[src/hdl/assert_macros.svh]
// assertion macros used by the top level of the motor positioner
// depends on a clock named clk and an active-low reset named arst_n in the including scope
`ifndef ASSERT_MACROS_SVH
`define ASSERT_MACROS_SVH

// plain property, checked on every clock edge outside reset
`define PFMP_ASSERT(label, prop, msg) \
	label: assert property (@(posedge clk) disable iff (!arst_n) (prop)) else $error(msg);

// overlapping implication, checked outside reset
`define PFMP_ASSERT_IMP(label, ante, cons, msg) \
	label: assert property (@(posedge clk) disable iff (!arst_n) (ante) |-> (cons)) else $error(msg);

// next-cycle implication, checked outside reset
`define PFMP_ASSERT_NEXT(label, ante, cons, msg) \
	label: assert property (@(posedge clk) disable iff (!arst_n) (ante) |=> (cons)) else $error(msg);

`endif

[src/hdl/pfmp_pkg.sv]
// shared types and codes for the potentiometer feedback motor positioner
// no dependencies; used by the controller, the datapath and the top level
`default_nettype none

package pfmp_pkg;

	// configuration port
	localparam int CFG_IDX_W  = 3;
	localparam int CFG_DATA_W = 10;
	localparam int DUTY_W     = 8;
	localparam int GRAN_W     = 10;

	localparam logic [CFG_IDX_W-1:0] REG_MIN_POS  = 3'd0;
	localparam logic [CFG_IDX_W-1:0] REG_MAX_POS  = 3'd1;
	localparam logic [CFG_IDX_W-1:0] REG_GRAN     = 3'd2;
	localparam logic [CFG_IDX_W-1:0] REG_JERK     = 3'd3;
	localparam logic [CFG_IDX_W-1:0] REG_FAST     = 3'd4;
	localparam logic [CFG_IDX_W-1:0] REG_MEDIUM   = 3'd5;
	localparam logic [CFG_IDX_W-1:0] REG_SLOW     = 3'd6;

	// register reset values
	localparam logic [CFG_DATA_W-1:0] MIN_POS_RST = 10'd0;
	localparam logic [CFG_DATA_W-1:0] MAX_POS_RST = 10'd1023;
	localparam logic [GRAN_W-1:0]     GRAN_RST    = 10'd8;
	localparam logic [DUTY_W-1:0]     JERK_RST    = 8'd255;
	localparam logic [DUTY_W-1:0]     FAST_RST    = 8'd200;
	localparam logic [DUTY_W-1:0]     MEDIUM_RST  = 8'd150;
	localparam logic [DUTY_W-1:0]     SLOW_RST    = 8'd100;

	// command field
	localparam logic CMD_TICK = 1'b0;
	localparam logic CMD_MOVE = 1'b1;

	// drive direction codes
	localparam logic [1:0] DIR_STOP = 2'd0;
	localparam logic [1:0] DIR_UP   = 2'd1;
	localparam logic [1:0] DIR_DOWN = 2'd2;

	// move status codes
	localparam logic [1:0] ST_MOVING  = 2'd0;
	localparam logic [1:0] ST_IDLE    = 2'd1;
	localparam logic [1:0] ST_REFUSED = 2'd2;

	// "more than k slices" is the same as distance >= (k+1) * granularity
	localparam int TH_MOVE   = 2;
	localparam int TH_MEDIUM = 6;
	localparam int TH_FAST   = 16;
	localparam int TH_JERK   = 26;

	// width that holds 26 * 1023
	localparam int TH_MIN_W = 15;

	// controller to datapath commands
	typedef struct packed {
		logic load;
		logic calc;
		logic cmp;
		logic commit;
	} pfmp_cmd_t;

endpackage

`default_nettype wire

[src/hdl/pot_feedback_motor_positioner.sv]
// Potentiometer feedback motor positioner, top level; depends on pfmp_pkg, pfmp_ctrl,
// pfmp_datapath and assert_macros.svh. Each input item (a tick with a new sample, or a move
// request with target and sample) gives exactly one result: direction, applied duty and move
// status. Items are taken one at a time: the capture happens at the accepting edge, then the
// distance, compare and commit registers follow in that order; the commit loads the result
// into the single output register and waits while it holds an untaken result. in_stall is
// low only while the controller is idle, so a new item is taken only after the last result
// is committed. Slice counts are never divided out: "more than k slices" is checked as
// distance against a constant multiple of granularity, and zero granularity acts as one.
// The configuration port is always ready; write it only while no item is in flight.
`default_nettype none
`include "assert_macros.svh"

module pot_feedback_motor_positioner import pfmp_pkg::*; #(
	parameter int SAMPLE_BITS = 10
) (
	input  wire logic                   clk,
	input  wire logic                   arst_n,
	// configuration writes
	input  wire logic                   cfg_valid,
	output logic                        cfg_ready,
	input  wire logic [CFG_IDX_W-1:0]   cfg_index,
	input  wire logic [CFG_DATA_W-1:0]  cfg_data,
	// input items
	input  wire logic                   in_valid,
	output logic                        in_stall,
	input  wire logic                   command,
	input  wire logic [SAMPLE_BITS-1:0] target_position,
	input  wire logic [SAMPLE_BITS-1:0] pot_sample,
	// result items
	output logic                        out_valid,
	input  wire logic                   out_stall,
	output logic [1:0]                  drive_direction,
	output logic [DUTY_W-1:0]           drive_duty,
	output logic [1:0]                  move_status
);

	pfmp_cmd_t cmd;
	logic      cfg_we;
	logic      res_stopped;
	logic      res_moving;
	logic      drive_off;

	assign cfg_ready = 1'b1;
	assign cfg_we    = cfg_valid && cfg_ready;

	// sequencing
	pfmp_ctrl u_ctrl (
		.clk       (clk),
		.arst_n    (arst_n),
		.in_valid  (in_valid),
		.in_stall  (in_stall),
		.out_valid (out_valid),
		.out_stall (out_stall),
		.cmd       (cmd)
	);

	// registers and compare logic
	pfmp_datapath #(
		.SAMPLE_BITS (SAMPLE_BITS)
	) u_datapath (
		.clk             (clk),
		.arst_n          (arst_n),
		.cmd             (cmd),
		.cfg_we          (cfg_we),
		.cfg_index       (cfg_index),
		.cfg_data        (cfg_data),
		.command         (command),
		.target_position (target_position),
		.pot_sample      (pot_sample),
		.drive_direction (drive_direction),
		.drive_duty      (drive_duty),
		.move_status     (move_status)
	);

	// result classification for the checks below
	assign res_stopped = (move_status == ST_REFUSED) || (move_status == ST_IDLE);
	assign res_moving  = (move_status == ST_MOVING);
	assign drive_off   = (drive_direction == DIR_STOP);

	// one item at a time: an accepted item holds off the next
	`PFMP_ASSERT_NEXT(a_one_item, in_valid && !in_stall, in_stall, "item accepted while busy")
	// a refused or idle result never drives the motor
	`PFMP_ASSERT_IMP(a_refused_stop, out_valid && res_stopped, drive_off, "drive without move")
	// a moving result always drives the motor
	`PFMP_ASSERT_IMP(a_moving_drive, out_valid && res_moving, !drive_off, "moving, drive stopped")

endmodule

`default_nettype wire

[src/hdl/pfmp_ctrl.sv]
// sequencing controller of the motor positioner: one item at a time
// depends on pfmp_pkg; drives the datapath through pfmp_cmd_t
`default_nettype none

module pfmp_ctrl import pfmp_pkg::*; (
	input  wire logic      clk,
	input  wire logic      arst_n,
	input  wire logic      in_valid,
	output logic           in_stall,
	output logic           out_valid,
	input  wire logic      out_stall,
	output pfmp_cmd_t      cmd
);

	typedef enum logic [1:0] {
		S_IDLE,
		S_CALC,
		S_CMP,
		S_COMMIT
	} state_t;

	state_t state_q;
	logic   out_valid_q;
	logic   commit_ok;

	// result can go out when the output register is empty or being emptied
	assign commit_ok = (state_q == S_COMMIT) && (!out_valid_q || !out_stall);

	// command decode
	always_comb begin
		cmd.load   = (state_q == S_IDLE) && in_valid;
		cmd.calc   = (state_q == S_CALC);
		cmd.cmp    = (state_q == S_CMP);
		cmd.commit = commit_ok;
	end

	assign in_stall  = (state_q != S_IDLE);
	assign out_valid = out_valid_q;

	// state and output valid
	always_ff @(posedge clk or negedge arst_n) begin
		if (!arst_n) begin
			state_q     <= S_IDLE;
			out_valid_q <= 1'b0;
		end else begin
			unique case (state_q)
				S_IDLE: begin
					if (in_valid) state_q <= S_CALC;
				end
				S_CALC: begin
					state_q <= S_CMP;
				end
				S_CMP: begin
					state_q <= S_COMMIT;
				end
				S_COMMIT: begin
					if (commit_ok) state_q <= S_IDLE;
				end
				default: begin
					state_q <= S_IDLE;
				end
			endcase
			if (commit_ok) begin
				out_valid_q <= 1'b1;
			end else if (!out_stall) begin
				out_valid_q <= 1'b0;
			end
		end
	end

endmodule

`default_nettype wire

[src/hdl/pfmp_datapath.sv]
// datapath of the motor positioner: config registers, move state, distance compare, result
// depends on pfmp_pkg; stepped by the commands of pfmp_ctrl
`default_nettype none

module pfmp_datapath import pfmp_pkg::*; #(
	parameter int SAMPLE_BITS = 10
) (
	input  wire logic                   clk,
	input  wire logic                   arst_n,
	input  wire pfmp_cmd_t              cmd,
	input  wire logic                   cfg_we,
	input  wire logic [CFG_IDX_W-1:0]   cfg_index,
	input  wire logic [CFG_DATA_W-1:0]  cfg_data,
	input  wire logic                   command,
	input  wire logic [SAMPLE_BITS-1:0] target_position,
	input  wire logic [SAMPLE_BITS-1:0] pot_sample,
	output logic [1:0]                  drive_direction,
	output logic [DUTY_W-1:0]           drive_duty,
	output logic [1:0]                  move_status
);

	localparam int SB = SAMPLE_BITS;
	localparam int TW = (SB > TH_MIN_W) ? SB : TH_MIN_W;

	// configuration registers
	logic [SB-1:0]     min_pos_q, max_pos_q;
	logic [GRAN_W-1:0] gran_q;
	logic [DUTY_W-1:0] jerk_q, fast_q, medium_q, slow_q;

	// move state
	logic              moving_q, down_q;
	logic [SB-1:0]     goal_q, prev_q;
	logic [DUTY_W-1:0] duty_q;

	// item stages
	logic              cmd_s1;
	logic [SB-1:0]     tgt_s1, smp_s1;
	logic [SB-1:0]     dist_s2, step_s2;
	logic              up_s2, ahead_s2, range_s2;
	logic [GRAN_W-1:0] geff_s2;
	logic [TW-1:0]     th_move_s2, th_med_s2, th_fast_s2, th_jerk_s2;
	logic              gt1_s3, gt5_s3, gt15_s3, gt25_s3, stall_s3;

	// result payload
	logic [1:0]        dir_q, status_q;
	logic [DUTY_W-1:0] out_duty_q;

	// next-state values at commit
	logic              mv_n, dn_n, start;
	logic [SB-1:0]     goal_n, prev_n;
	logic [DUTY_W-1:0] duty_n;
	logic [1:0]        st_n;
	logic [GRAN_W-1:0] geff;

	// zero granularity counts as one
	assign geff = (gran_q == '0) ? GRAN_W'(1) : gran_q;

	// configuration writes
	always_ff @(posedge clk or negedge arst_n) begin
		if (!arst_n) begin
			min_pos_q <= SB'(MIN_POS_RST);
			max_pos_q <= SB'(MAX_POS_RST);
			gran_q    <= GRAN_RST;
			jerk_q    <= JERK_RST;
			fast_q    <= FAST_RST;
			medium_q  <= MEDIUM_RST;
			slow_q    <= SLOW_RST;
		end else if (cfg_we) begin
			unique case (cfg_index)
				REG_MIN_POS: min_pos_q <= SB'(cfg_data);
				REG_MAX_POS: max_pos_q <= SB'(cfg_data);
				REG_GRAN:    gran_q    <= cfg_data;
				REG_JERK:    jerk_q    <= cfg_data[DUTY_W-1:0];
				REG_FAST:    fast_q    <= cfg_data[DUTY_W-1:0];
				REG_MEDIUM:  medium_q  <= cfg_data[DUTY_W-1:0];
				REG_SLOW:    slow_q    <= cfg_data[DUTY_W-1:0];
				default: ;
			endcase
		end
	end

	// stage 1: capture the item; a tick measures against the stored goal
	always_ff @(posedge clk) begin
		if (cmd.load) begin
			cmd_s1 <= command;
			tgt_s1 <= (command == CMD_MOVE) ? target_position : goal_q;
			smp_s1 <= pot_sample;
		end
	end

	// stage 2: distances, direction, range and slice thresholds
	always_ff @(posedge clk) begin
		if (cmd.calc) begin
			dist_s2    <= (tgt_s1 > smp_s1) ? tgt_s1 - smp_s1 : smp_s1 - tgt_s1;
			step_s2    <= (smp_s1 > prev_q) ? smp_s1 - prev_q : prev_q - smp_s1;
			up_s2      <= tgt_s1 > smp_s1;
			ahead_s2   <= down_q ? (tgt_s1 < smp_s1) : (tgt_s1 > smp_s1);
			range_s2   <= (tgt_s1 >= min_pos_q) && (tgt_s1 <= max_pos_q);
			geff_s2    <= geff;
			th_move_s2 <= TW'(geff) * TW'(TH_MOVE);
			th_med_s2  <= TW'(geff) * TW'(TH_MEDIUM);
			th_fast_s2 <= TW'(geff) * TW'(TH_FAST);
			th_jerk_s2 <= TW'(geff) * TW'(TH_JERK);
		end
	end

	// stage 3: slice and stall compares
	always_ff @(posedge clk) begin
		if (cmd.cmp) begin
			gt1_s3   <= TW'(dist_s2) >= th_move_s2;
			gt5_s3   <= TW'(dist_s2) >= th_med_s2;
			gt15_s3  <= TW'(dist_s2) >= th_fast_s2;
			gt25_s3  <= TW'(dist_s2) >= th_jerk_s2;
			stall_s3 <= TW'(step_s2) < TW'(geff_s2);
		end
	end

	// decision for the item
	always_comb begin
		mv_n   = moving_q;
		dn_n   = down_q;
		goal_n = goal_q;
		prev_n = prev_q;
		duty_n = duty_q;
		st_n   = ST_IDLE;
		start  = 1'b0;
		priority if (cmd_s1 == CMD_MOVE) begin
			start = 1'b1;
		end else if (!moving_q) begin
			st_n = ST_IDLE;
		end else if (ahead_s2 && gt1_s3) begin
			// keep going, duty from remaining slices or stall
			priority if (gt25_s3 || stall_s3) begin
				duty_n = jerk_q;
			end else if (gt15_s3) begin
				duty_n = fast_q;
			end else if (gt5_s3) begin
				duty_n = medium_q;
			end else begin
				duty_n = slow_q;
			end
			prev_n = smp_s1;
			st_n   = ST_MOVING;
		end else if (gt1_s3) begin
			// overshoot with distance left: restart toward the goal
			start = 1'b1;
		end else begin
			mv_n = 1'b0;
			st_n = ST_IDLE;
		end
		// new move from the captured target and sample
		if (start) begin
			if (!range_s2 || !gt1_s3) begin
				mv_n = 1'b0;
				st_n = ST_REFUSED;
			end else begin
				mv_n   = 1'b1;
				dn_n   = !up_s2;
				goal_n = tgt_s1;
				prev_n = smp_s1;
				duty_n = jerk_q;
				st_n   = ST_MOVING;
			end
		end
	end

	// move state update
	always_ff @(posedge clk or negedge arst_n) begin
		if (!arst_n) begin
			moving_q <= 1'b0;
			down_q   <= 1'b0;
			goal_q   <= '0;
			prev_q   <= '0;
			duty_q   <= '0;
		end else if (cmd.commit) begin
			moving_q <= mv_n;
			down_q   <= dn_n;
			goal_q   <= goal_n;
			prev_q   <= prev_n;
			duty_q   <= duty_n;
		end
	end

	// output register
	always_ff @(posedge clk) begin
		if (cmd.commit) begin
			dir_q      <= mv_n ? (dn_n ? DIR_DOWN : DIR_UP) : DIR_STOP;
			out_duty_q <= duty_n;
			status_q   <= st_n;
		end
	end

	assign drive_direction = dir_q;
	assign drive_duty      = out_duty_q;
	assign move_status     = status_q;

endmodule

`default_nettype wire
[config.mk]
export PLATFORM = sky130hd
export DESIGN_NAME = pot_feedback_motor_positioner
export DESIGN_NICKNAME = d
export VERILOG_FILES = /design/src/hdl/pfmp_pkg.sv /design/src/hdl/pot_feedback_motor_positioner.sv /design/src/hdl/pfmp_ctrl.sv /design/src/hdl/pfmp_datapath.sv
export VERILOG_INCLUDE_DIRS = /design/src /design/src/hdl
export SDC_FILE = /design/constraint.sdc
export NUM_CORES = 1
export LEC_CHECK = 0
export BUFFER_PORTS_ARGS = -buffer_cell sky130_fd_sc_hd__buf_2
export CORE_MARGIN = 4
export CORE_UTILIZATION = 50
export DETAILED_ROUTE_END_ITERATION = 10
export PLACE_DENSITY = 0.64
export SYNTH_ARGS = -nofsm -noshare
export SYNTH_HDL_FRONTEND = slang
export SYNTH_SLANG_ARGS = --single-unit
[constraint.sdc]
create_clock -name clk -period 5.65 [get_ports clk]
set_clock_uncertainty 0.2 [all_clocks]
set_input_delay 0.2825 -clock clk [delete_from_list [all_inputs] [get_ports clk]]
set_output_delay 0.2825 -clock clk [all_outputs]
set_load 0.005 [all_outputs]
; Yosys cells after proc, flatten, opt, wreduce, memory -nomap -nowiden
; Index checks and enable logic that the tools add are counted.
[classes]
addsub = 4
multipliers = 2
n_lt_le_gt_ge = 10
eq_ne = 12
n_mux = 40
n_bitwise = 1
n_reduce_logical = 25
[op_table]
columns = cell, n
row1 = $mux 10, 9
row2 = $mux 8, 8
row3 = $sub 10x10->10, 4
row4 = $gt 10x10->1, 2
row5 = $lt 10x10->1, 2
row6 = $reduce_and 2->1, 8
row7 = $ge 10x15->1, 1
row8 = $mux 1, 15
row9 = $ge 10x14->1, 1
row10 = $mul 10x4->14 const B, 1
row11 = $mux 2, 7
row12 = $ge 10x13->1, 1
row13 = $mul 10x2->12 const B, 1
row14 = $ge 10x11->1, 1
row15 = $ge 10x10->1, 1
row16 = $le 10x10->1, 1
row17 = $logic_not 10->1, 1
row18 = $eq 3x3->1 const B, 3
row19 = $pmux 2 s4, 1
row20 = $eq 3x2->1 const B, 2
row21 = $logic_not 1->1, 5
row22 = $eq 2x2->1 const B, 2
row23 = $logic_and 1x1->1, 4
row24 = $ne 2x1->1 const B, 2
row25 = 9 further kinds, 11
[word_totals]
reg_bits = 192
input_bits = 39
output_inout_bits = 15
word_cells = 127

; Depth between registers and ports, before layout
; Gate-level depths: netlist of run 1.
[depth]
depth_word = 8
depth_mapped = 17
mapped_depth_nobuf = 17

; Cells and area by module
; A second synthesis of run 1 with hierarchy kept.
[hier_totals]
hier_cells = 1028
hier_area_um2 = 11383.4
[by_module_without_submodules]
columns = module, n_inst, cells_each, area_per_inst_um2, seq_area_each_um2
row1 = pfmp_datapath, 1, 1006, 11139.4, 5161.2
row2 = pfmp_ctrl, 1, 20, 232.7, 75.1
row3 = pot_feedback_motor_positioner, 1, 2, 11.3, 0.0

; Least setup slack after synthesis of run 1
; OpenSTA, ideal clock, no wires.
[synth_path]
path_type = register -> register
startpoint = register u_datapath.gran_q[8]
endpoint = register u_datapath.th_jerk_s2[14] (data pin)
setup_ns = 0.158
arrival_time_ns = 3.423
required_time_ns = 5.292
slack_ns = 1.869
path_stages_with_launch = 16
n_path_buf = 0
synth_period_minus_slack_ns = 3.781
cell_sequence = dfrtp_1 inv_1 ha_1 nand2_1 nor4_1 nor2_1 ha_1 inv_1 fa_1 fa_1 nor2b_1 o21a_1 o21a_1 o21ai_0 a2111o_1 o211ai_1
[synth_between]
elab_chain_len = 3
[synth_lines]
columns = element, line_no
row1 = "start, declared", pfmp_datapath.sv:27  ; logic [GRAN_W-1:0] gran_q;
row2 = "start signal, assigned", pfmp_datapath.sv:72  ; REG_GRAN: gran_q <= cfg_data;
row3 = $logic_not 10->1, pfmp_datapath.sv:56  ; assign geff = (gran_q == '0) ? GRAN_W'(1) : gran_q;
row4 = $mux 10, pfmp_datapath.sv:56
row5 = via u_datapath.geff[2], pfmp_datapath.sv:53  ; logic [GRAN_W-1:0] geff;
row6 = $mul 10x4->14, pfmp_datapath.sv:103  ; th_jerk_s2 <= TW'(geff) * TW'(TH_JERK);
row7 = "end signal, assigned", pfmp_datapath.sv:103
row8 = "end, declared", pfmp_datapath.sv:41  ; logic [TW-1:0] th_move_s2, th_med_s2, th_fast_s2, th_jerk_s2;
; The timed path passes the listed nets, and every way through them passes these cells.
; A chain may end at the register's enable or synchronous reset.

; Final worst setup path of run 1
; Same ends and word-level chain as after synthesis.

==> results_dict.tcl, run 1 <==
set metrics [dict create \
    outcome "finished clean" \
    cts.sinks 189 \
    syn_area_per_cell_um2 11.3 \
    track_usage 0.201 \
    synth-main-ff-cell "edfxtp_1" \
    dp_cells 1336 \
    antenna_found_initial 0 \
    synth_top_area_share 0.246 \
    seqPwrFrac 0.374 \
    routedWlPerCell_um 17.9 \
    worstPathArrival_ps 4370 \
    worst_pin_slew_ps 1080 \
    grt_pass1_vias 7597 \
    sw_frac_of_total 0.384 \
    rsz0062_at_grt "false" \
    power.share.clock 0.188 \
    num_antenna_cells 0 \
    clkTransAtPathRegs_ps 80 \
    ios 54 \
    p_leak_nw 5.81 \
    wl_met1_um 12200 \
    core_um2 22600 \
    drt-initial-drc-count 399 \
    grt_remaining_overflow 0 \
    maxSlewHeadroom 0.281 \
    muxShareOfSynthArea 0.0916 \
    synthAdderAreaFrac 0.174 \
    io_buffers 52 \
    postSynthCellCount 1018 \
    syn-num-nets 1205 \
    synth_area_leaders "edfxtp_1, dfrtp_1, ha_1, mux2_2, dfstp_2" \
    yosysTopAreaCell "edfxtp_1" \
    end_kind "flop" \
    dieWidth_um 160 \
    die_h_um 160 \
    maxSlewViolCount 0 \
    path_buf_inv 2 \
    drtPass1Iterations 4 \
    fin_setup_tns_ps 0 \
    drc_errors 0 \
    wl_um 25000 \
    vias 7497 \
    synth_xor_area_frac 0.0198 \
    met3WireLength_um 784 \
    yosys_warnings 0 \
    start_kind "flop" \
    synth-compound-area-share 0.120 \
    cts_setup_buffers 0 \
    maxUsedRoutingLayer "met4" \
    start_util 0.507 \
    ys_seq_area_frac 0.456 \
    syn_area_um2 11500 \
    drive_gt1_frac 0.193 \
    cp_top_family "adder cells" \
    clkLatencyLatePin_ps 440 \
    final_util 0.570 \
    power.total_mw 6.52 \
    viasPerCell 5.36 \
    cts_tree "built" \
    synth_edf_count 94 \
    yosysUniqueCellTypes 72 \
    grt_pass1_wl_um 40900 \
    critical_path_class "reg2reg" \
    synth_top_family_by_area "adder cells" \
    max_stage_delay_ps 490 \
    vdd_drop_max_uv 253 \
    num-fill-cells 1900 \
    finalNetCount 1288 \
    fin_cells 1399 \
    dieArea_um2 25500 \
    cts_buffers 17 \
    hold_viol_final 0 \
    holdCritPathClass "in2reg" \
    cts_htree_levels 4 \
    grt_max_degree 64 \
    cts-root-buf "clkbuf_16" \
    crit_chain "inv_1 -> ha_1 -> nand2_1 -> nor4_1 -> nor2_1 -> ha_1 -> inv_1 -> fa_1 -> fa_1 -> nor2b_1 -> o21a_1 -> o21a_1 -> o21ai_0 -> a2111o_1 -> o211ai_1" \
    core.rowCount 55 \
    cp.required_ps 5730 \
    max_freq_mhz 233 \
    post-route-period-util 0.759 \
    fin_crit_ps 4290 \
    ant_nets 0 \
    power_density_nw_per_um2 505 \
    cts.path.max_buffers 2 \
    wl_met2_um 11800 \
    synthToLayoutAreaGrowth_pct 12.5 \
    setup_viol 0 \
    p_int_mw 4.02 \
    async_flop_share 0.503 \
    power_frac_comb 0.438 \
    globalplace.congestion 0.865 \
    drv_cap 0 \
    synthSimpleGateAreaFrac 0.0837 \
    power.switching_mw 2.50 \
    dp_hpwl_um 18600 \
    synth_seq_cells 189 \
    path_max_fanout 5 \
    crit_slowest_cell "fa_1" \
]
-- power by group through the flow --
stage	Clock [mW]	Combinational, mW	Sequential [mW]
floorplan	0	2.21	2.35
global placement	0	2.78	2.46
detailed placement	0	2.83	2.46
CTS	1.26	2.87	2.44
global route	1.32	3.24	2.49
finish	1.23	2.86	2.44
-- layer usage --
metal	up-vias	global-route usage
met3	19	0.0362
met2	98	0.323
met5	-	0
met4	0	0.0398
li1	3758	-
met1	3622	0.289
-- cell usage in the layout (no fill, tap or decap), types with 5 or more instances in the layout --
cell type	netlist	layout
a31oi_1	6	6
a21o_1	16	16
nor3_1	11	11
dfstp_2	29	29
o31ai_1	5	5
inv_1	125	125
o21a_1	11	11
xor2_1	12	12
or2_2	5	5
fa_1	19	19
edfxtp_1	94	94
mux2i_1	26	26
clkbuf_16	0	17
a21oi_1	49	49
dfrtp_1	66	66
ha_1	129	128
buf_4	2	8
xnor2_1	14	14
mux2_2	69	69
buf_2	3	51
nand4_1	5	5
dlygate4sd3_1	0	31
nand2b_1	10	10
nor2b_1	6	6
nor2_1	34	34
o22a_1	8	8
nand3_1	15	15
nand2_1	81	81
o21ai_0	70	69
-- synth_stat cells (4+ instances only) --
cell type and number:
clkbuf_8 4, or2_2 5, o211ai_1 4, dfrtp_1 66, fa_1 19, a21o_1 16
xor2_1 12, a21oi_1 49, o31ai_1 5, a31oi_1 6, nor3_1 11, nand3_1 15
mux2i_1 26, o21ai_0 70, o22a_1 8, nor2_1 34, nor2b_1 6, o21bai_1 4
inv_1 125, o21a_1 11, xnor2_1 14, a211oi_1 4, nand2_1 81, mux2_2 69
edfxtp_1 94, nand4_1 5, ha_1 129, dfstp_2 29, clkbuf_1 15, nand2b_1 10
-- repair_timing --
item,in CTS,in global routing
hold buffers,31,0
endpoints found under the hold margin,74,0
resized for setup,0,0
-- per-stage QoR --
stage	hold slack (ps)	cell area, um^2	worst slack (ps)
after CTS	16.5	12900	1360
after global routing	24.9	12900	1130
after global placement	66.7	12000	1430
after floorplan	-213	11500	1870
after detailed placement	68.2	12000	1390
final	39.9	12900	1360
-- final cells by class --
type / instances / area (um^2) / area share
Sequential cell: 189 / 5240 / 0.405
Clock buffer: 17 / 425 / 0.0329
Tap cell: 285 / 357 / 0.0276
Inverter: 125 / 469 / 0.0363
Timing Repair Buffer: 90 / 626 / 0.0484
Clock inverter: 15 / 184 / 0.0142
Multi-Input combinational cell: 678 / 5620 / 0.435
-- cell families (layout without fill, tap and decap cells) --
logic type,after synthesis,after routing
other cells,1,1
mux,96,96
xor+xnor,26,26
compound gates,213,213
buf+inv,151,247
flops,189,189
fa+ha+maj,148,148
simple gates,194,194
-- registers in the layout, indices dropped and copies added, names as in the netlist, 9 cells and up --
| name | count |
|---|---|
| u_datapath.tgt_s1 | 10 |
| u_datapath.prev_q | 10 |
| u_datapath.step_s2 | 10 |
| u_datapath.th_jerk_s2 | 12 |
| u_datapath.min_pos_q | 10 |
| u_datapath.smp_s1 | 10 |
| u_datapath.goal_q | 10 |
| u_datapath.th_med_s2 | 12 |
| u_datapath.max_pos_q | 10 |
| u_datapath.gran_q | 10 |
| u_datapath.dist_s2 | 10 |
| u_datapath.th_fast_s2 | 9 |
-- worst paths after layout --
kind | slack, ps | cells after the start | start | to
min in group asynchronous | 140 | 2 | arst_n | u_datapath.duty_q[6]$_DFFE_PN0P_
max in group asynchronous | 3900 | 3 | arst_n | u_datapath.prev_q[8]$_DFFE_PN0P_
max reg2reg | 1360 | 15 | u_datapath.gran_q[8]$_DFFE_PN0P_ | u_datapath.th_jerk_s2[14]$_DFFE_PN_
min | 40 | 1 | command | u_datapath.cmd_s1$_DFFE_PP_
max | 1360 | 15 | u_datapath.gran_q[8]$_DFFE_PN0P_ | u_datapath.th_jerk_s2[14]$_DFFE_PN_
min reg2reg | 290 | 2 | u_datapath.prev_q[9]$_DFFE_PN0P_ | u_datapath.prev_q[9]$_DFFE_PN0P_
Note: power is estimated with default switching activity, not from simulation.
==> run 2, diff against run 1 <==
==> constraint.sdc (replaced) <==
create_clock -name clk -period 4 [get_ports clk]
set_clock_uncertainty 0.2 [all_clocks]
set_input_delay 0.2 -clock clk [delete_from_list [all_inputs] [get_ports clk]]
set_output_delay 0.2 -clock clk [all_outputs]
set_load 0.005 [all_outputs]
==> run 2 against run 1 <==
Against the previous run: flip-flop and latch count is the same; critical path type unchanged; critical path depth grew 2; first-iteration DRC count increased by 7.3%; largest cell class unchanged; register-to-register slack lost 1200 ps; fmax increased by 12%; core utilization rose by 0.75 points; sequential share of layout area fell by 0.53 points; clock power rose by 46%; cell count is 0.86% higher; hold slack improved by 62 ps.
==> results_dict.tcl, run 2 (synthesis gave the netlist of run 1 again) <==
set metrics [dict create \
    drtPass1Iterations 5 \
    ff2ff_setup_slack_ps 160 \
    worstPathArrival_ps 3840 \
    io_buffers 52 \
    start_util 0.507 \
    fin_setup_tns_ps 0 \
    core_um2 22600 \
    outcome "finished clean" \
    wl_um 25600 \
    holdCritPathClass "in2reg" \
    end_kind "flop" \
    clkLatencyLatePin_ps 440 \
    core.rowCount 55 \
    globalplace.congestion 0.834 \
    cts.sinks 189 \
    power_density_nw_per_um2 717 \
    track_usage 0.207 \
    reg_top3 "u_datapath.th_jerk_s2 x12, u_datapath.th_med_s2 x12" \
    cts_htree_levels 4 \
    max_stage_delay_ps 560 \
    post-route-period-util 0.960 \
    rr_startpoint "u_datapath.gran_q[3]$_DFFE_PN1P_" \
    path_buf_inv 4 \
    ios 54 \
    ant_nets 0 \
    cts.path.max_buffers 2 \
    finalWorstSetupSlack_ps 159 \
    crit_chain "inv_1 -> ha_1 -> nand2_1 -> nor2_1 -> nand2_2 -> nand2_1 -> inv_1 -> ha_4 -> inv_1 -> fa_1 -> inv_1 -> ha_1 -> or2_2 -> o31a_1 -> a31o_2 -> a21oi_1 -> xnor2_1" \
    start_kind "flop" \
    maxSlewViolCount 0 \
    worst_pin_slew_ps 1120 \
    r2r_end "u_datapath.th_jerk_s2[13]$_DFFE_PN_" \
    synthToLayoutAreaGrowth_pct 13.9 \
    maxSlewHeadroom 0.250 \
    drc_errors 0 \
    final_cell_mix "ha_1, inv_1, edfxtp_1" \
    routedWlPerCell_um 18.1 \
    viasPerCell 5.42 \
    num-fill-cells 1913 \
    cts-root-buf "clkbuf_16" \
    startpoint "u_datapath.gran_q[3]$_DFFE_PN1P_" \
    max_freq_mhz 260 \
    clkTransAtPathRegs_ps 90 \
    vias 7648 \
    crit_path_frequent_cell "inv_1" \
    crit_slowest_cell "dfstp_2" \
    hold_viol_final 0 \
    antenna_found_initial 0 \
    drive_gt1_frac 0.209 \
    dieArea_um2 25500 \
    fin_hold_ws_ps 102 \
    fin_crit_ps 3840 \
    num_antenna_cells 0 \
    r2r_cells 17 \
    finalInstanceArea_um2 13100 \
    power.total_mw 9.38 \
    endpoint "u_datapath.th_jerk_s2[13]$_DFFE_PN_" \
    p_leak_nw 5.87 \
    cts_buffers 17 \
    drt-initial-drc-count 428 \
    grt_pass1_wl_um 42000 \
    die_h_um 160 \
    drv_cap 0 \
    cts_tree "built" \
    vdd_drop_max_uv 342 \
    grt_pass1_vias 7944 \
    pre_cts_ws_ps 34.2 \
    dp_hpwl_um 19100 \
    path_depth 17 \
    path_max_fanout 7 \
    grt_remaining_overflow 0 \
    finalNetCount 1300 \
    dieWidth_um 160 \
    cp.required_ps 4000 \
    grt_max_degree 71 \
    dpl_cell_area_um2 12100 \
    cp_top_family "adder cells" \
    setup_viol 0 \
    layout_commonest_cell "ha_1" \
    critical_path_class "reg2reg" \
]
==> run 2: layout make-up <==
| class | count | area (um^2) | share of cell area |
|---|---|---|---|
| Tap cell | 285 | 357 | 0.0273 |
| Sequential cell | 189 | 5240 | 0.400 |
| Multi-Input combinational cell | 678 | 5650 | 0.432 |
| Timing Repair Buffer | 102 | 723 | 0.0553 |
| Clock buffer | 17 | 425 | 0.0325 |
| Clock inverter | 15 | 219 | 0.0167 |
| Inverter | 125 | 469 | 0.0359 |
==> run 2: power by group <==
group | internal, mW | leakage (nW) | switching [mW]
combinational | 1.83 | 3.57 | 2.30
sequential | 3.04 | 2.00 | 0.410
clock | 0.885 | 0.310 | 0.908
total | 5.75 | 5.87 | 3.62
==> run 2: timing repair <==
item | 4_1_cts | 5_1_grt
gates resized for setup | 1 | 12
buffers inserted | 0 | 0
hold endpoints to repair | 126 | 0
endpoints found under the setup margin | 1 | 4
pin swaps | 0 | 1
hold buffers | 34 | 0
==> run 2: through the flow <==
step | util | cells
global placement | 0.533 | 1345
floorplan | - | 1018
CTS | 0.577 | 1411
finish | 0.578 | 1411
detailed placement | 0.533 | 1345
global route | 0.578 | 1411
==> run 2: worst reg2reg max path: cells and delay by family, from the launching register on <==
kind	cells	cell delay [ps]
buf+inv	4	380
xor+xnor	1	80
compound gates	3	530
simple gates	5	720
flops	1	560
fa+ha+maj	4	1130
==> run 2: worst min-delay path by stage <==
stage,startpoint,endpoint,slack (ps),depth (start not counted)
finish,cfg_index[0],u_datapath.fast_q[5]$_DFFE_PN0P_,100,3
global route,cfg_index[0],u_datapath.fast_q[4]$_DFFE_PN0P_,100,3
CTS,cfg_index[2],u_datapath.min_pos_q[2]$_DFFE_PN0P_,90,4
detailed placement,arst_n,u_datapath.duty_q[6]$_DFFE_PN0P_,170,1
global placement,pot_sample[6],u_datapath.smp_s1[6]$_DFFE_PP_,180,1
floorplan,arst_n,u_ctrl.out_valid$_DFFE_PN0P_,-300,0
==> run 2: per-layer routing <==
| layer | GRT usage | vias up | wire (um) |
|---|---|---|---|
| met5 | 0 | - | 0 |
| met4 | 0.0560 | 0 | 375 |
| met3 | 0.0295 | 29 | 708 |
| met2 | 0.343 | 118 | 12400 |
| met1 | 0.287 | 3712 | 12200 |
| li1 | - | 3789 | - |
==> run 3, diff against run 2 <==
--- a/config.mk
+++ b/config.mk
@@ -8,9 +8,10 @@
 export LEC_CHECK = 0
 export BUFFER_PORTS_ARGS = -buffer_cell sky130_fd_sc_hd__buf_2
 export CORE_MARGIN = 4
-export CORE_UTILIZATION = 50
+export CORE_UTILIZATION = 55
 export DETAILED_ROUTE_END_ITERATION = 10
-export PLACE_DENSITY = 0.64
+export PLACE_DENSITY = 0.7
+export SKIP_LAST_GASP = 1
 export SYNTH_ARGS = -nofsm -noshare
 export SYNTH_HDL_FRONTEND = slang
 export SYNTH_SLANG_ARGS = --single-unit
==> run 3 against run 2 <==
Against the previous run: hold slack got worse by 63 ps; first-iteration DRC count increased by 7.9%; total power decreased by 1.3%; global-route usage increased by 1.6 points; wire length decreased by 1.1%; core utilization increased by 5.9 points; flip-flop and latch count unchanged; clock power decreased by 5%; register-to-register slack improved by 20 ps; via count increased by 1.7%; fmax increased by 0.47%; largest cell class unchanged; highest routed layer unchanged.
==> results_dict.tcl, run 3 (synthesis gave the netlist of run 1 again) <==
set metrics [dict create \
    viasPerCell 5.59 \
    dieArea_um2 23300 \
    power_frac_comb 0.443 \
    clkTransAtPathRegs_ps 80 \
    setup_viol 0 \
    antenna_found_initial 0 \
    cp.required_ps 4080 \
    start_util 0.564 \
    track_usage 0.223 \
    reg_top3 "u_datapath.th_jerk_s2 x12, u_datapath.th_med_s2 x12" \
    r2r_cells 15 \
    final_cell_mix "ha_1, inv_1, edfxtp_1" \
    start_kind "flop" \
    drtPass1Iterations 5 \
    synthToLayoutAreaGrowth_pct 13.0 \
    dieWidth_um 152 \
    routedWlPerCell_um 18.2 \
    num_antenna_cells 0 \
    power.switching_mw 3.53 \
    power.share.clock 0.183 \
    vdd_drop_max_uv 424 \
    grt_max_degree 68 \
    ios 54 \
    grt_pass1_vias 7764 \
    die_h_um 152 \
    p_int_mw 5.72 \
    hold_start "in_valid" \
    fin_hold_ws_ps 39.1 \
    max_freq_mhz 262 \
    worst_pin_slew_ps 1060 \
    drt-initial-drc-count 462 \
    fin_crit_ps 3820 \
    worstPathArrival_ps 3910 \
    end_kind "flop" \
    io_buffers 52 \
    critical_path_class "reg2reg" \
    cts_buffers 17 \
    power_density_nw_per_um2 713 \
    sw_frac_of_total 0.382 \
    hold_viol_final 0 \
    globalplace.congestion 0.892 \
    final_util 0.637 \
    cts_tree "built" \
    core_um2 20400 \
    vias 7776 \
    crit_chain "inv_1 -> ha_1 -> nand2_1 -> nor4_2 -> nor2_1 -> ha_1 -> inv_1 -> fa_1 -> fa_1 -> nor2b_1 -> o21a_1 -> o21a_1 -> o21ai_2 -> a2111o_1 -> o211ai_1" \
    core.rowCount 52 \
    grt_remaining_overflow 0 \
    max_stage_delay_ps 500 \
    finalNetCount 1296 \
    p_leak_nw 5.84 \
    path_max_fanout 3 \
    drv_cap 0 \
    maxSlewHeadroom 0.294 \
    ant_nets 0 \
    drive_gt1_frac 0.202 \
    wl_um 25300 \
    cts.sinks 189 \
    cts_htree_levels 4 \
    holdPathStages 3 \
    ff2ff_setup_slack_ps 180 \
    drc_errors 0 \
    post-route-period-util 0.956 \
    whs_endpoint "u_ctrl.state_q[0]$_DFFE_PN0P_" \
    holdCritPathClass "in2reg" \
    maxSlewViolCount 0 \
    cts-root-buf "clkbuf_16" \
    grt_pass1_wl_um 41400 \
    cts.path.max_buffers 2 \
    crit_slowest_cell "fa_1" \
    outcome "finished clean" \
    clkLatencyLatePin_ps 440 \
    dp_hpwl_um 18700 \
    rr_startpoint "u_datapath.gran_q[6]$_DFFE_PN0P_" \
    r2r_end "u_datapath.th_jerk_s2[14]$_DFFE_PN_" \
    seqPwrFrac 0.373 \
    layout_commonest_cell "ha_1" \
]
## run 3: cell types whose count changed in the layout (fill, tap and decap cells not counted), moves of 2 or more
cell and change:
inv_12 -5, buf_4 -3, inv_6 +6, clkinv_4 +2, inv_8 -2, clkinv_8 -3, inv_1 +3, inv_2 -3
## run 3: how the worst max path moves through the flow
stage	startpoint	end	slack [ps]	depth (start not counted)
floorplan	u_datapath.gran_q[8]$_DFFE_PN0P_	u_datapath.th_jerk_s2[14]$_DFFE_PN_	220	15
global placement	u_datapath.gran_q[9]$_DFFE_PN0P_	u_datapath.th_jerk_s2[14]$_DFFE_PN_	150	15
detailed placement	u_datapath.gran_q[9]$_DFFE_PN0P_	u_datapath.th_jerk_s2[14]$_DFFE_PN_	70	15
CTS	u_datapath.gran_q[9]$_DFFE_PN0P_	u_datapath.th_jerk_s2[14]$_DFFE_PN_	40	15
global route	u_datapath.gran_q[7]$_DFFE_PN0P_	u_datapath.th_jerk_s2[14]$_DFFE_PN_	-20	15
finish	u_datapath.gran_q[6]$_DFFE_PN0P_	u_datapath.th_jerk_s2[14]$_DFFE_PN_	180	15
## run 3: what timing repair did
action	4_1_cts	5_1_grt
buffers inserted	0	0
endpoints found under the hold margin	133	0
gates resized for setup	0	8
setup endpoints to repair	0	4
hold buffers	33	0
## run 3: layout make-up
class	count	area (um^2)
fillers	1612	7390
repair buffers	98	691
clock inverters	14	141
well taps	270	338
flip-flops and latches	189	5240
inverters	125	469
multi-input cells	678	5650
clock buffers	18	450
## run 3: worst max-delay path, delay by kind of cell, from the launching register on
| kind | cells | cell delay (ps) |
|---|---|---|
| fa+ha+maj | 4 | 1460 |
| buf+inv | 2 | 190 |
| flops | 1 | 410 |
| compound gates | 5 | 830 |
| simple gates | 4 | 600 |
## run 3: per-stage QoR
stage	std cells	total power, mW	cell area (um^2)	setup TNS, ps	setup slack, ps
after global routing	1392	9.98	13000	-29.6	-15.3
after detailed placement	1327	7.51	12000	0	73.1
final	1392	9.25	13000	0	177
after global placement	1327	7.39	12000	0	149
after floorplan	1018	6.44	11500	0	219
after CTS	1392	9.25	12900	0	41.1
## run 3: power groups by stage
stage | clock [mW] | sequential, mW | combinational [mW]
final | 1.70 | 3.46 | 4.10
after CTS | 1.72 | 3.45 | 4.08
after floorplan | 0 | 3.32 | 3.12
after global placement | 0 | 3.47 | 3.92
after global routing | 1.81 | 3.53 | 4.64
after detailed placement | 0 | 3.49 | 4.02
## run 3: metal layers
layer  global-route usage  up-vias  share of wire
met3               0.0335       25          0.036
met1                0.321     3815           0.47
met2                0.361      164           0.48
met5                    0        -              0
met4               0.0471        0          0.014
li1                     -     3772              -
